[config.mk]
export PLATFORM = sky130hd
export DESIGN_NAME = postfix_expression_evaluator_unit
export DESIGN_NICKNAME = d
export VERILOG_FILES = /design/src/pfe_pkg.sv /design/src/pfe_div.sv /design/src/postfix_expression_evaluator_unit.sv
export SDC_FILE = /design/constraint.sdc
export NUM_CORES = 2
export LEC_CHECK = 0
export BUFFER_PORTS_ARGS = -buffer_cell sky130_fd_sc_hd__buf_2
export CAP_MARGIN = 20
export CORE_ASPECT_RATIO = 0.6
export CORE_MARGIN = 5
export CORE_UTILIZATION = 34
export CTS_BUF_LIST = sky130_fd_sc_hd__clkbuf_16
export CTS_CLUSTER_SIZE = 40
export DETAILED_ROUTE_END_ITERATION = 6
export PLACE_DENSITY_LB_ADDON = 0.05
export SLEW_MARGIN = 15
export SYNTH_ARGS = -nofsm -noshare
export SYNTH_HDL_FRONTEND = slang
export SYNTH_SLANG_ARGS = --single-unit
[constraint.sdc]
create_clock -name clk -period 20.2 [get_ports clk]
set_input_delay 1.01 -clock clk [delete_from_list [all_inputs] [get_ports clk]]
set_output_delay 1.01 -clock clk [all_outputs]
set_load 0.02 [all_outputs]
[src/pfe_pkg.sv]
`default_nettype none
package pfe_pkg;

  localparam int WORD_W            = 32;
  localparam int CHAR_W            = 8;
  localparam int STACK_DEPTH_DEF   = 32;
  localparam int STATUS_W          = 3;
  localparam int OUT_TDATA_W       = 40;

  // Characters of interest
  localparam logic [CHAR_W-1:0] CH_ZERO  = 8'h30;
  localparam logic [CHAR_W-1:0] CH_NINE  = 8'h39;
  localparam logic [CHAR_W-1:0] CH_SPACE = 8'h20;
  localparam logic [CHAR_W-1:0] CH_PLUS  = 8'h2B;
  localparam logic [CHAR_W-1:0] CH_MINUS = 8'h2D;
  localparam logic [CHAR_W-1:0] CH_STAR  = 8'h2A;
  localparam logic [CHAR_W-1:0] CH_SLASH = 8'h2F;

  // Result status codes
  typedef enum logic [STATUS_W-1:0] {
    ST_OK        = 3'd0,
    ST_UNDERFLOW = 3'd1,
    ST_LEFTOVER  = 3'd2,
    ST_DIVZERO   = 3'd3,
    ST_FULL      = 3'd4,
    ST_BADCHAR   = 3'd5
  } status_t;

endpackage
`default_nettype wire

[src/pfe_div.sv]
`default_nettype none
// Signed 32-bit divider, truncates toward zero, one quotient bit per cycle.
module pfe_div
  import pfe_pkg::*;
(
  input  wire logic              clk,
  input  wire logic              rst,
  input  wire logic              start,
  input  wire logic [WORD_W-1:0] dividend,
  input  wire logic [WORD_W-1:0] divisor,
  output logic                   done,
  output logic      [WORD_W-1:0] quotient
);

  localparam int SW = $clog2(WORD_W);

  logic              busy;
  logic [SW-1:0]     step;
  logic [WORD_W:0]   rem;
  logic [WORD_W-1:0] quo;
  logic [WORD_W-1:0] mb;
  logic              neg;

  logic [WORD_W:0]   rem_sh;
  logic [WORD_W:0]   diff;
  logic              qbit;
  logic [WORD_W:0]   rem_next;

  // One restoring step: shift in next dividend bit, try subtract
  always_comb begin
    rem_sh   = {rem[WORD_W-1:0], quo[WORD_W-1]};
    diff     = rem_sh - {1'b0, mb};
    qbit     = ~diff[WORD_W];
    rem_next = qbit ? diff : rem_sh;
  end

  assign quotient = neg ? (WORD_W'(0) - quo) : quo;

  always_ff @(posedge clk) begin
    if (rst) begin
      busy <= 1'b0;
      step <= '0;
      done <= 1'b0;
    end else if (start) begin
      busy <= 1'b1;
      step <= '0;
      done <= 1'b0;
      rem  <= '0;
      quo  <= dividend[WORD_W-1] ? (WORD_W'(0) - dividend) : dividend;
      mb   <= divisor[WORD_W-1] ? (WORD_W'(0) - divisor) : divisor;
      neg  <= dividend[WORD_W-1] ^ divisor[WORD_W-1];
    end else if (busy) begin
      rem  <= rem_next;
      quo  <= {quo[WORD_W-2:0], qbit};
      step <= step + 1'b1;
      done <= (step == SW'(WORD_W - 1));
      if (step == SW'(WORD_W - 1)) begin
        busy <= 1'b0;
      end
    end else begin
      done <= 1'b0;
    end
  end

endmodule
`default_nettype wire

[src/postfix_expression_evaluator_unit.sv]
`default_nettype none
// Postfix evaluator: one character word per accept, result word on the final character.
// Digit or space: IDLE, EXEC. Operator: IDLE, EXEC, OP, OPRD; an open number is pushed
// in EXEC; division then waits in DIV for the bit-serial divider. The final character
// passes FLUSH and FIN before the result is loaded into the output register. One character in flight.
// Synchronous reset clears control state; stack memory contents are left as they are.
module postfix_expression_evaluator_unit
  import pfe_pkg::*;
#(
  parameter int STACK_DEPTH = STACK_DEPTH_DEF
) (
  input  wire logic                   clk,
  input  wire logic                   rst,
  input  wire logic                   s_axis_tvalid,
  output logic                        s_axis_tready,
  input  wire logic [CHAR_W-1:0]      s_axis_tdata,  // [7:0] ch
  input  wire logic                   s_axis_tlast,  // last
  output logic                        m_axis_tvalid,
  input  wire logic                   m_axis_tready,
  output logic      [OUT_TDATA_W-1:0] m_axis_tdata   // [31:0] value, [34:32] status
);

  localparam int CW = $clog2(STACK_DEPTH + 1);
  localparam int AW = $clog2(STACK_DEPTH);

  typedef enum logic [2:0] {
    S_IDLE,
    S_EXEC,
    S_OP,
    S_OPRD,
    S_DIV,
    S_FLUSH,
    S_FIN
  } state_t;

  state_t            state;
  logic [CHAR_W-1:0] ch_q;
  logic              last_q;
  logic [WORD_W-1:0] top;
  logic [CW-1:0]     cnt;
  logic [WORD_W-1:0] acc;
  logic              in_number;
  status_t           err;

  // Operand stack below the top entry
  logic [WORD_W-1:0] mem [STACK_DEPTH];
  logic [WORD_W-1:0] rdata;
  logic              rd_en;
  logic [AW-1:0]     rd_addr;
  logic              wr_en;
  logic [AW-1:0]     wr_addr;

  logic              is_digit;
  logic              is_op;
  logic              full;
  logic              push_req;
  logic [WORD_W-1:0] acc_base;
  logic [WORD_W-1:0] acc_next;
  state_t            post_state;
  status_t           fin_status;

  logic              div_start;
  logic              div_done;
  logic [WORD_W-1:0] div_q;

  // Decode the held character
  always_comb begin
    is_digit = ch_q inside {[CH_ZERO:CH_NINE]};
    is_op    = ch_q inside {CH_PLUS, CH_MINUS, CH_STAR, CH_SLASH};
    full     = (cnt == CW'(STACK_DEPTH));
    acc_base = in_number ? acc : '0;
    acc_next = (acc_base << 3) + (acc_base << 1) +
               WORD_W'(ch_q - CH_ZERO);
    post_state = last_q ? S_FLUSH : S_IDLE;
  end

  // Flush an open number onto the stack
  always_comb begin
    push_req = 1'b0;
    if (state == S_EXEC && err == ST_OK && in_number &&
        (is_op || ch_q == CH_SPACE)) begin
      push_req = 1'b1;
    end
    if (state == S_FLUSH && err == ST_OK && in_number) begin
      push_req = 1'b1;
    end
  end

  // Spill top into memory on push; read left operand for an operator
  always_comb begin
    wr_en     = push_req && !full && (cnt != '0);
    wr_addr   = AW'(cnt - 1'b1);
    rd_en     = (state == S_OP) && (err == ST_OK) && (cnt >= CW'(2));
    rd_addr   = AW'(cnt - CW'(2));
    div_start = (state == S_OPRD) && (ch_q == CH_SLASH) && (top != '0);
  end

  always_ff @(posedge clk) begin
    if (wr_en) begin
      mem[wr_addr] <= top;
    end
    if (rd_en) begin
      rdata <= mem[rd_addr];
    end
  end

  pfe_div u_div (
    .clk      (clk),
    .rst      (rst),
    .start    (div_start),
    .dividend (rdata),
    .divisor  (top),
    .done     (div_done),
    .quotient (div_q)
  );

  // Final status from latched error and stack depth
  always_comb begin
    if (err != ST_OK) begin
      fin_status = err;
    end else if (cnt == '0) begin
      fin_status = ST_UNDERFLOW;
    end else if (cnt > CW'(1)) begin
      fin_status = ST_LEFTOVER;
    end else begin
      fin_status = ST_OK;
    end
  end

  assign s_axis_tready = (state == S_IDLE);

  // Sequencer, stack top, accumulator and output register
  always_ff @(posedge clk) begin
    if (rst) begin
      state         <= S_IDLE;
      cnt           <= '0;
      acc           <= '0;
      in_number     <= 1'b0;
      err           <= ST_OK;
      m_axis_tvalid <= 1'b0;
    end else begin
      // Drop the result word once taken, unless a new one loads now
      if (m_axis_tvalid && m_axis_tready && state != S_FIN) begin
        m_axis_tvalid <= 1'b0;
      end

      // Shared push: full stack latches an error, otherwise grow
      if (push_req) begin
        in_number <= 1'b0;
        if (full) begin
          err <= ST_FULL;
        end else begin
          top <= acc;
          cnt <= cnt + 1'b1;
        end
      end

      case (state)
        S_IDLE: begin
          if (s_axis_tvalid) begin
            ch_q   <= s_axis_tdata;
            last_q <= s_axis_tlast;
            state  <= S_EXEC;
          end
        end

        S_EXEC: begin
          state <= post_state;
          if (err == ST_OK) begin
            if (is_digit) begin
              acc       <= acc_next;
              in_number <= 1'b1;
            end else if (ch_q == CH_SPACE) begin
              // push handled above
            end else if (is_op) begin
              if (!(in_number && full)) begin
                state <= S_OP;
              end
            end else begin
              err <= ST_BADCHAR;
            end
          end
        end

        S_OP: begin
          if (cnt < CW'(2)) begin
            err   <= ST_UNDERFLOW;
            state <= post_state;
          end else begin
            state <= S_OPRD;
          end
        end

        S_OPRD: begin
          state <= post_state;
          case (ch_q)
            CH_PLUS: begin
              top <= rdata + top;
              cnt <= cnt - 1'b1;
            end
            CH_MINUS: begin
              top <= rdata - top;
              cnt <= cnt - 1'b1;
            end
            CH_STAR: begin
              top <= WORD_W'(rdata * top);
              cnt <= cnt - 1'b1;
            end
            default: begin
              if (top == '0) begin
                err <= ST_DIVZERO;
              end else begin
                state <= S_DIV;
              end
            end
          endcase
        end

        S_DIV: begin
          if (div_done) begin
            top   <= div_q;
            cnt   <= cnt - 1'b1;
            state <= post_state;
          end
        end

        S_FLUSH: begin
          state <= S_FIN;
        end

        S_FIN: begin
          if (!m_axis_tvalid || m_axis_tready) begin
            m_axis_tvalid <= 1'b1;
            m_axis_tdata  <= {5'b0, fin_status,
                              (fin_status == ST_OK) ? top : WORD_W'(0)};
            cnt           <= '0;
            acc           <= '0;
            in_number     <= 1'b0;
            err           <= ST_OK;
            state         <= S_IDLE;
          end
        end

        default: begin
          state <= S_IDLE;
        end
      endcase
    end
  end

endmodule
`default_nettype wire

; Word level (Yosys, flattened, before mapping)
; Memories as Yosys holds them, arrays and structs flattened. A register that Yosys moved wholly into a read port is not among the register bits.
; Cells that the tools add are included.
; W data, S select, Z words.
[totals]
reg_bits = 226
latch_bits = 0
ram_bits = 1024
rom_bits = 0
inputBits = 13
output_inout_bits = 42
word_cells = 166
n_memories = 1
[op_classes]
add_sub_neg = 13
mul = 1
div = 0
magnitude_cmp = 5
n_eq_ne = 19
shifts = 0
n_mux = 65
n_bitwise = 4
reduce_logical = 39
[mem_list]
columns = memory, depth, width, read_ports, rd_clocked_by_memory_dff, wr, line
row1 = mem, 32, 32, 1, 1, 1, postfix_expression_evaluator_unit.sv:46  ; logic [WORD_W-1:0] mem [STACK_DEPTH];
[ops]
columns = op, count
row1 = $mux W32, 12
row2 = $pmux W32 S2, 2
row3 = $add A32 B32 Y32, 3
row4 = $pmux W32 S3, 1
row5 = $sub A1 B32 Y32 const A, 3
row6 = $mux W3, 23
row7 = $mux W31, 2
row8 = $eq A8 B6 Y1 const B, 5
row9 = $sub A33 B32 Y33, 1
row10 = $logic_not A32 Y1, 1
row11 = $mul A32 B32 Y32, 1
row12 = $reduce_bool A32 Y1, 1
row13 = $sub A32 B32 Y32, 1
row14 = $mux W6, 5
row15 = $pmux W3 S7, 1
row16 = $pmux W6 S3, 1
row17 = $logic_and A1 B1 Y1, 15
row18 = $mux W1, 14
row19 = $pmux W3 S4, 1
row20 = $eq A3 B3 Y1 const B, 3
row21 = $logic_not A3 Y1, 3
row22 = $reduce_and A3 Y1, 3
row23 = $sub A8 B6 Y9 const B, 1
row24 = $ge A8 B6 Y1 const B, 1
row25 = other kinds (30), 42

; Longest topological paths before layout
[depth]
depth_word = 12
mapped_depth = 29

; By module
; A second synthesis with hierarchy kept.
[unflattened]
cells_unflattened = 5366
area_unflattened_um2 = 74198.7
[modules_own_cells]
columns = module, instances, cells_each, area_per_inst_um2, seq_area_each_um2
row1 = postfix_expression_evaluator_unit, 1, 4510, 66263.6, 34913.5
row2 = pfe_div, 1, 856, 7935.1, 3052.9

; Worst setup path after synthesis
; Ideal clock, no wire load.
[synth_path]
path_kind = reg-to-reg
startpoint = register top[8]
endpoint = register top[31] (data pin)
arrival_ns = 7.520
required_ns = 19.939
slack_ns = 12.419
path_stages_with_launch = 28
n_path_buf = 2
cell_sequence = edfxtp_1 buf_1 buf_1 nand2_1 fa_1 inv_1 fa_1 fa_1 inv_1 fa_1 inv_1 fa_1 inv_1 fa_1 inv_1 fa_1 fa_1 ha_1 a21o_1 a21o_1 a21oi_1 o21ai_0 o21bai_1 a41oi_1 o21ai_0 a31oi_1 xnor2_1 a221o_1
[synth_between]
elab_chain_cells = 3
[synth_lines]
columns = element, line
row1 = start: declaration, postfix_expression_evaluator_unit.sv:39  ; logic [WORD_W-1:0] top;
row2 = start signal: assignment, postfix_expression_evaluator_unit.sv:198  ; top <= rdata + top;
row3 = start signal: assignment, postfix_expression_evaluator_unit.sv:202  ; top <= rdata - top;
row4 = start signal: assignment, postfix_expression_evaluator_unit.sv:206  ; top <= WORD_W'(rdata * top);
row5 = $mul A32 B32 Y32 (tied with other cells), postfix_expression_evaluator_unit.sv:206
row6 = $pmux W32 S3 (*), postfix_expression_evaluator_unit.sv:196  ; case (ch_q)
row7 = $pmux W32 S2 (*), postfix_expression_evaluator_unit.sv:158  ; case (state)
; Mark *: on every way between the ends. The rest lies on a longest branch, timed or not.
; A chain may end at the register's enable or synchronous reset.

; Worst setup path in the final report
[layout_path]
startpoint = register top[3]
endpoint = register top[31] (data pin)
; Same word-level chain as after synthesis.

==> results.json <==
{
  "clkSinkCount": 1282,
  "grt_max_degree": 65,
  "critPathMaxStageDelay_ps": 590,
  "post-route-util_pct": 38.13,
  "synth_top_family_by_area": "adder cells",
  "synth-simple-area-share_pct": 8.470,
  "min_path_type": "in -> reg",
  "period_needed_ps": 8342,
  "gp_congestion": 0.8484,
  "yosys_warnings": 0,
  "numCtsBuffers": 142,
  "drive_gt1_share_pct": 15.02,
  "via_count": 44810,
  "place_area_sq_um": 77570,
  "timing.final.setup_violations": 0,
  "drt_iter0_drc": 5121,
  "yosys.area_share.adder_pct": 15.99,
  "timing.rr.start": "top[3]",
  "worstSetupPathType": "reg -> reg",
  "tns_ps": 0,
  "design_area_sq_um": 82050,
  "die_h_microns": 369.8,
  "drv_cap": 0,
  "drcViolationCount": 4,
  "p_leak_nw": 29.84,
  "cp.arrival_ps": 8840,
  "fin_nets": 6006,
  "coreArea_sq_um": 215200,
  "cts_tree": "built",
  "status": "finished, violations left",
  "cp_top_family": "adder cells",
  "start_util_pct": 34.08,
  "post-dp-hpwl_microns": 162000,
  "fin_cells": 8301,
  "syn_inst": 5264,
  "grt_use_total_pct": 22.52,
  "whs_ps": 436.7,
  "numPortBuffers": 49,
  "fillers": 20370,
  "startpoint": "top[3]",
  "ant_nets": 0,
  "cts.clk_slew.worst_paths_ps": 60,
  "h-tree-depth": 4,
  "cp_num_buf_inv": 4,
  "antenna_found_initial": 33,
  "die-area_sq_um": 225400,
  "postCtsSetupBuffers": 0,
  "p_total_mw": 10.20,
  "critPathCaptureType": "register",
  "rsz0062_at_grt": "no",
  "skew_ps": 77.31,
  "critPathMaxFanout": 48,
  "synth_edf_count": 1229,
  "grt_pass1_vias": 44340,
  "drv_slew": 0,
  "cp_data_required_time_ps": 20700,
  "crit_top_cell": "fa_1",
  "place_ws_ps": 11890,
  "yosys_register_bits": 1282,
  "dp.cells": 8055,
  "relSlewSlack_pct": 19.36,
  "cts_resized": 0,
  "wl_microns": 255500,
  "p_per_area_nw_per_um2": 124.4,
  "drtPass1Iterations": 7,
  "hold_start": "s_axis_tdata[0]",
  "ys_seq_area_share_pct": 51.77,
  "syn_area_sq_um": 73340,
  "tightest_slew_ps": 1197,
  "synth_compound_area_share_pct": 5.232,
  "max-clock-path-buffers": 4,
  "violations": "design-rule violations",
  "root_buffer": "clkbuf_16",
  "period_share_pct": 41.30,
  "grt_overflow": 0,
  "synth-async-reset-ratio_pct": 0,
  "slowest_stage": "buf_4",
  "ios": 55,
  "timing.final.ws_setup_ps": 11860,
  "hold_viol_final": 0,
  "grt_pass1_wl_microns": 357800,
  "clock.fmax_mhz": 119.9,
  "vias_per_cell": 5.398,
  "synth_cell_types": 82,
  "clock_latency_ps": 800,
  "hold_buffers": 0,
  "die_w_microns": 609.6,
  "wl_per_cell_microns": 30.78,
  "avgSynthCellArea_sq_um": 13.93,
  "synth_mux_area_share_pct": 11.15,
  "rows": 132,
  "syn2layout_area_growth_pct": 11.87,
  "synthFlopType": "edfxtp_1",
  "ir_drop_uv": 350.2,
  "start_kind": "register",
  "crit_chain": "buf_4 -> buf_4 -> and2_1 -> fa_1 -> inv_1 -> fa_1 -> fa_1 -> fa_1 -> inv_1 -> fa_1 -> fa_1 -> fa_1 -> fa_1 -> ha_1 -> a21o_1 -> a21o_1 -> a21oi_1 -> o21ai_0 -> o21bai_1 -> a41oi_1 -> o21ai_0 -> a31oi_1 -> xnor2_1 -> a221o_1",
  "synth_xor_area_share_pct": 3.415
}
sequential cells by signal, indices dropped and copies added, names as in the netlist:
| register | flops |
|---|---|
| u_div.mb | 32 |
| u_div.rem | 32 |
| m_axis_tdata | 35 |
| cnt | 6 |
| err | 3 |
| u_div.neg | 1 |
| top | 32 |
| u_div.step | 5 |
| m_axis_tvalid | 1 |
| rdata | 32 |
| mem | 1024 |
| ch_q | 8 |
| u_div.busy | 1 |
| in_number | 1 |
| u_div.done | 1 |
| state | 3 |
| acc | 32 |
| last_q | 1 |
| u_div.quo | 32 |
power by group:
part	total (mW)	switching, mW	internal [mW]
clock	2.58	1.09	1.49
sequential	2.94	0.0151	2.93
combinational	4.69	2.91	1.77
logic make-up (layout without fill, tap and decap cells):
family | Yosys count | after routing
other cells | 1 | 13
mux | 413 | 413
fa+ha+maj | 674 | 674
simple gates | 1251 | 1251
flops | 1282 | 1282
buf+inv | 769 | 913
compound gates | 588 | 588
xor+xnor | 286 | 286
layer usage:
layer | share of wire (%) | global-route usage (%)
met1 | 51 | 36.67
met4 | 1.6 | 3.598
met2 | 38 | 29.11
met5 | 0.14 | 0.9791
met3 | 9.6 | 6.849
synth_stat cells, types with 13 or more instances:
master | count | share of area (%)
a211oi_1 | 22 | 0.23
a21o_1 | 55 | 0.56
a21oi_1 | 139 | 0.95
a31oi_1 | 17 | 0.15
and2_1 | 367 | 3.1
and3_1 | 16 | 0.14
buf_1 | 29 | 0.15
clkbuf_1 | 257 | 1.3
dfxtp_1 | 53 | 1.4
edfxtp_1 | 1229 | 50
fa_1 | 439 | 12
ha_1 | 235 | 4.0
inv_1 | 474 | 2.4
mux2_2 | 32 | 0.49
mux2i_1 | 61 | 0.83
mux4_2 | 320 | 9.8
nand2_1 | 446 | 2.3
nand2b_1 | 28 | 0.24
nand3_1 | 49 | 0.33
nand4_1 | 13 | 0.11
nor2_1 | 195 | 1.0
nor2b_1 | 17 | 0.15
nor3_1 | 34 | 0.23
o21a_1 | 27 | 0.28
o21ai_0 | 125 | 0.85
o21bai_1 | 19 | 0.19
o221ai_1 | 13 | 0.16
o22ai_1 | 28 | 0.24
o31ai_1 | 50 | 0.51
or3_1 | 29 | 0.25
xnor2_1 | 163 | 1.9
xor2_1 | 123 | 1.5
area by class of cell:
| cell class | count | area, sq um | share of cell area, % |
|---|---|---|---|
| repair buffers | 201 | 1386 | 1.690 |
| diodes | 8 | 20.02 | 0.02440 |
| inverters | 475 | 1783 | 2.173 |
| multi-input cells | 3217 | 32830 | 40.01 |
| well taps | 2881 | 3605 | 4.393 |
| clock inverters | 90 | 772.0 | 0.9409 |
| flip-flops and latches | 1282 | 37970 | 46.28 |
| clock buffers | 147 | 3679 | 4.483 |
path summary, 6_finish.rpt:
kind,depth (start not counted),to,slack [ps]
min,1,ch_q[0],440
min reg2reg,2,acc[0],480
max,24,top[31],11860
max reg2reg,24,top[31],11860
cell usage in the layout (no fill, tap or decap), drive strengths merged, types with 19 or more instances in the layout:
cell type     n
o22ai        28
nor2        195
o21ai       129
fa          439
mux2i        61
and2        367
a211oi       22
edfxtp     1229
nand3        49
xor2        123
or3          34
buf         201
clkinv       30
a21o         55
nor3         34
clkbuf      147
ha          235
dfxtp        53
o21bai       19
o21a         27
mux2         32
nand2       446
o31ai        51
mux4        320
a21oi       139
inv         516
nand2b       28
xnor2       163
Note: power is estimated with default switching activity, not from simulation.
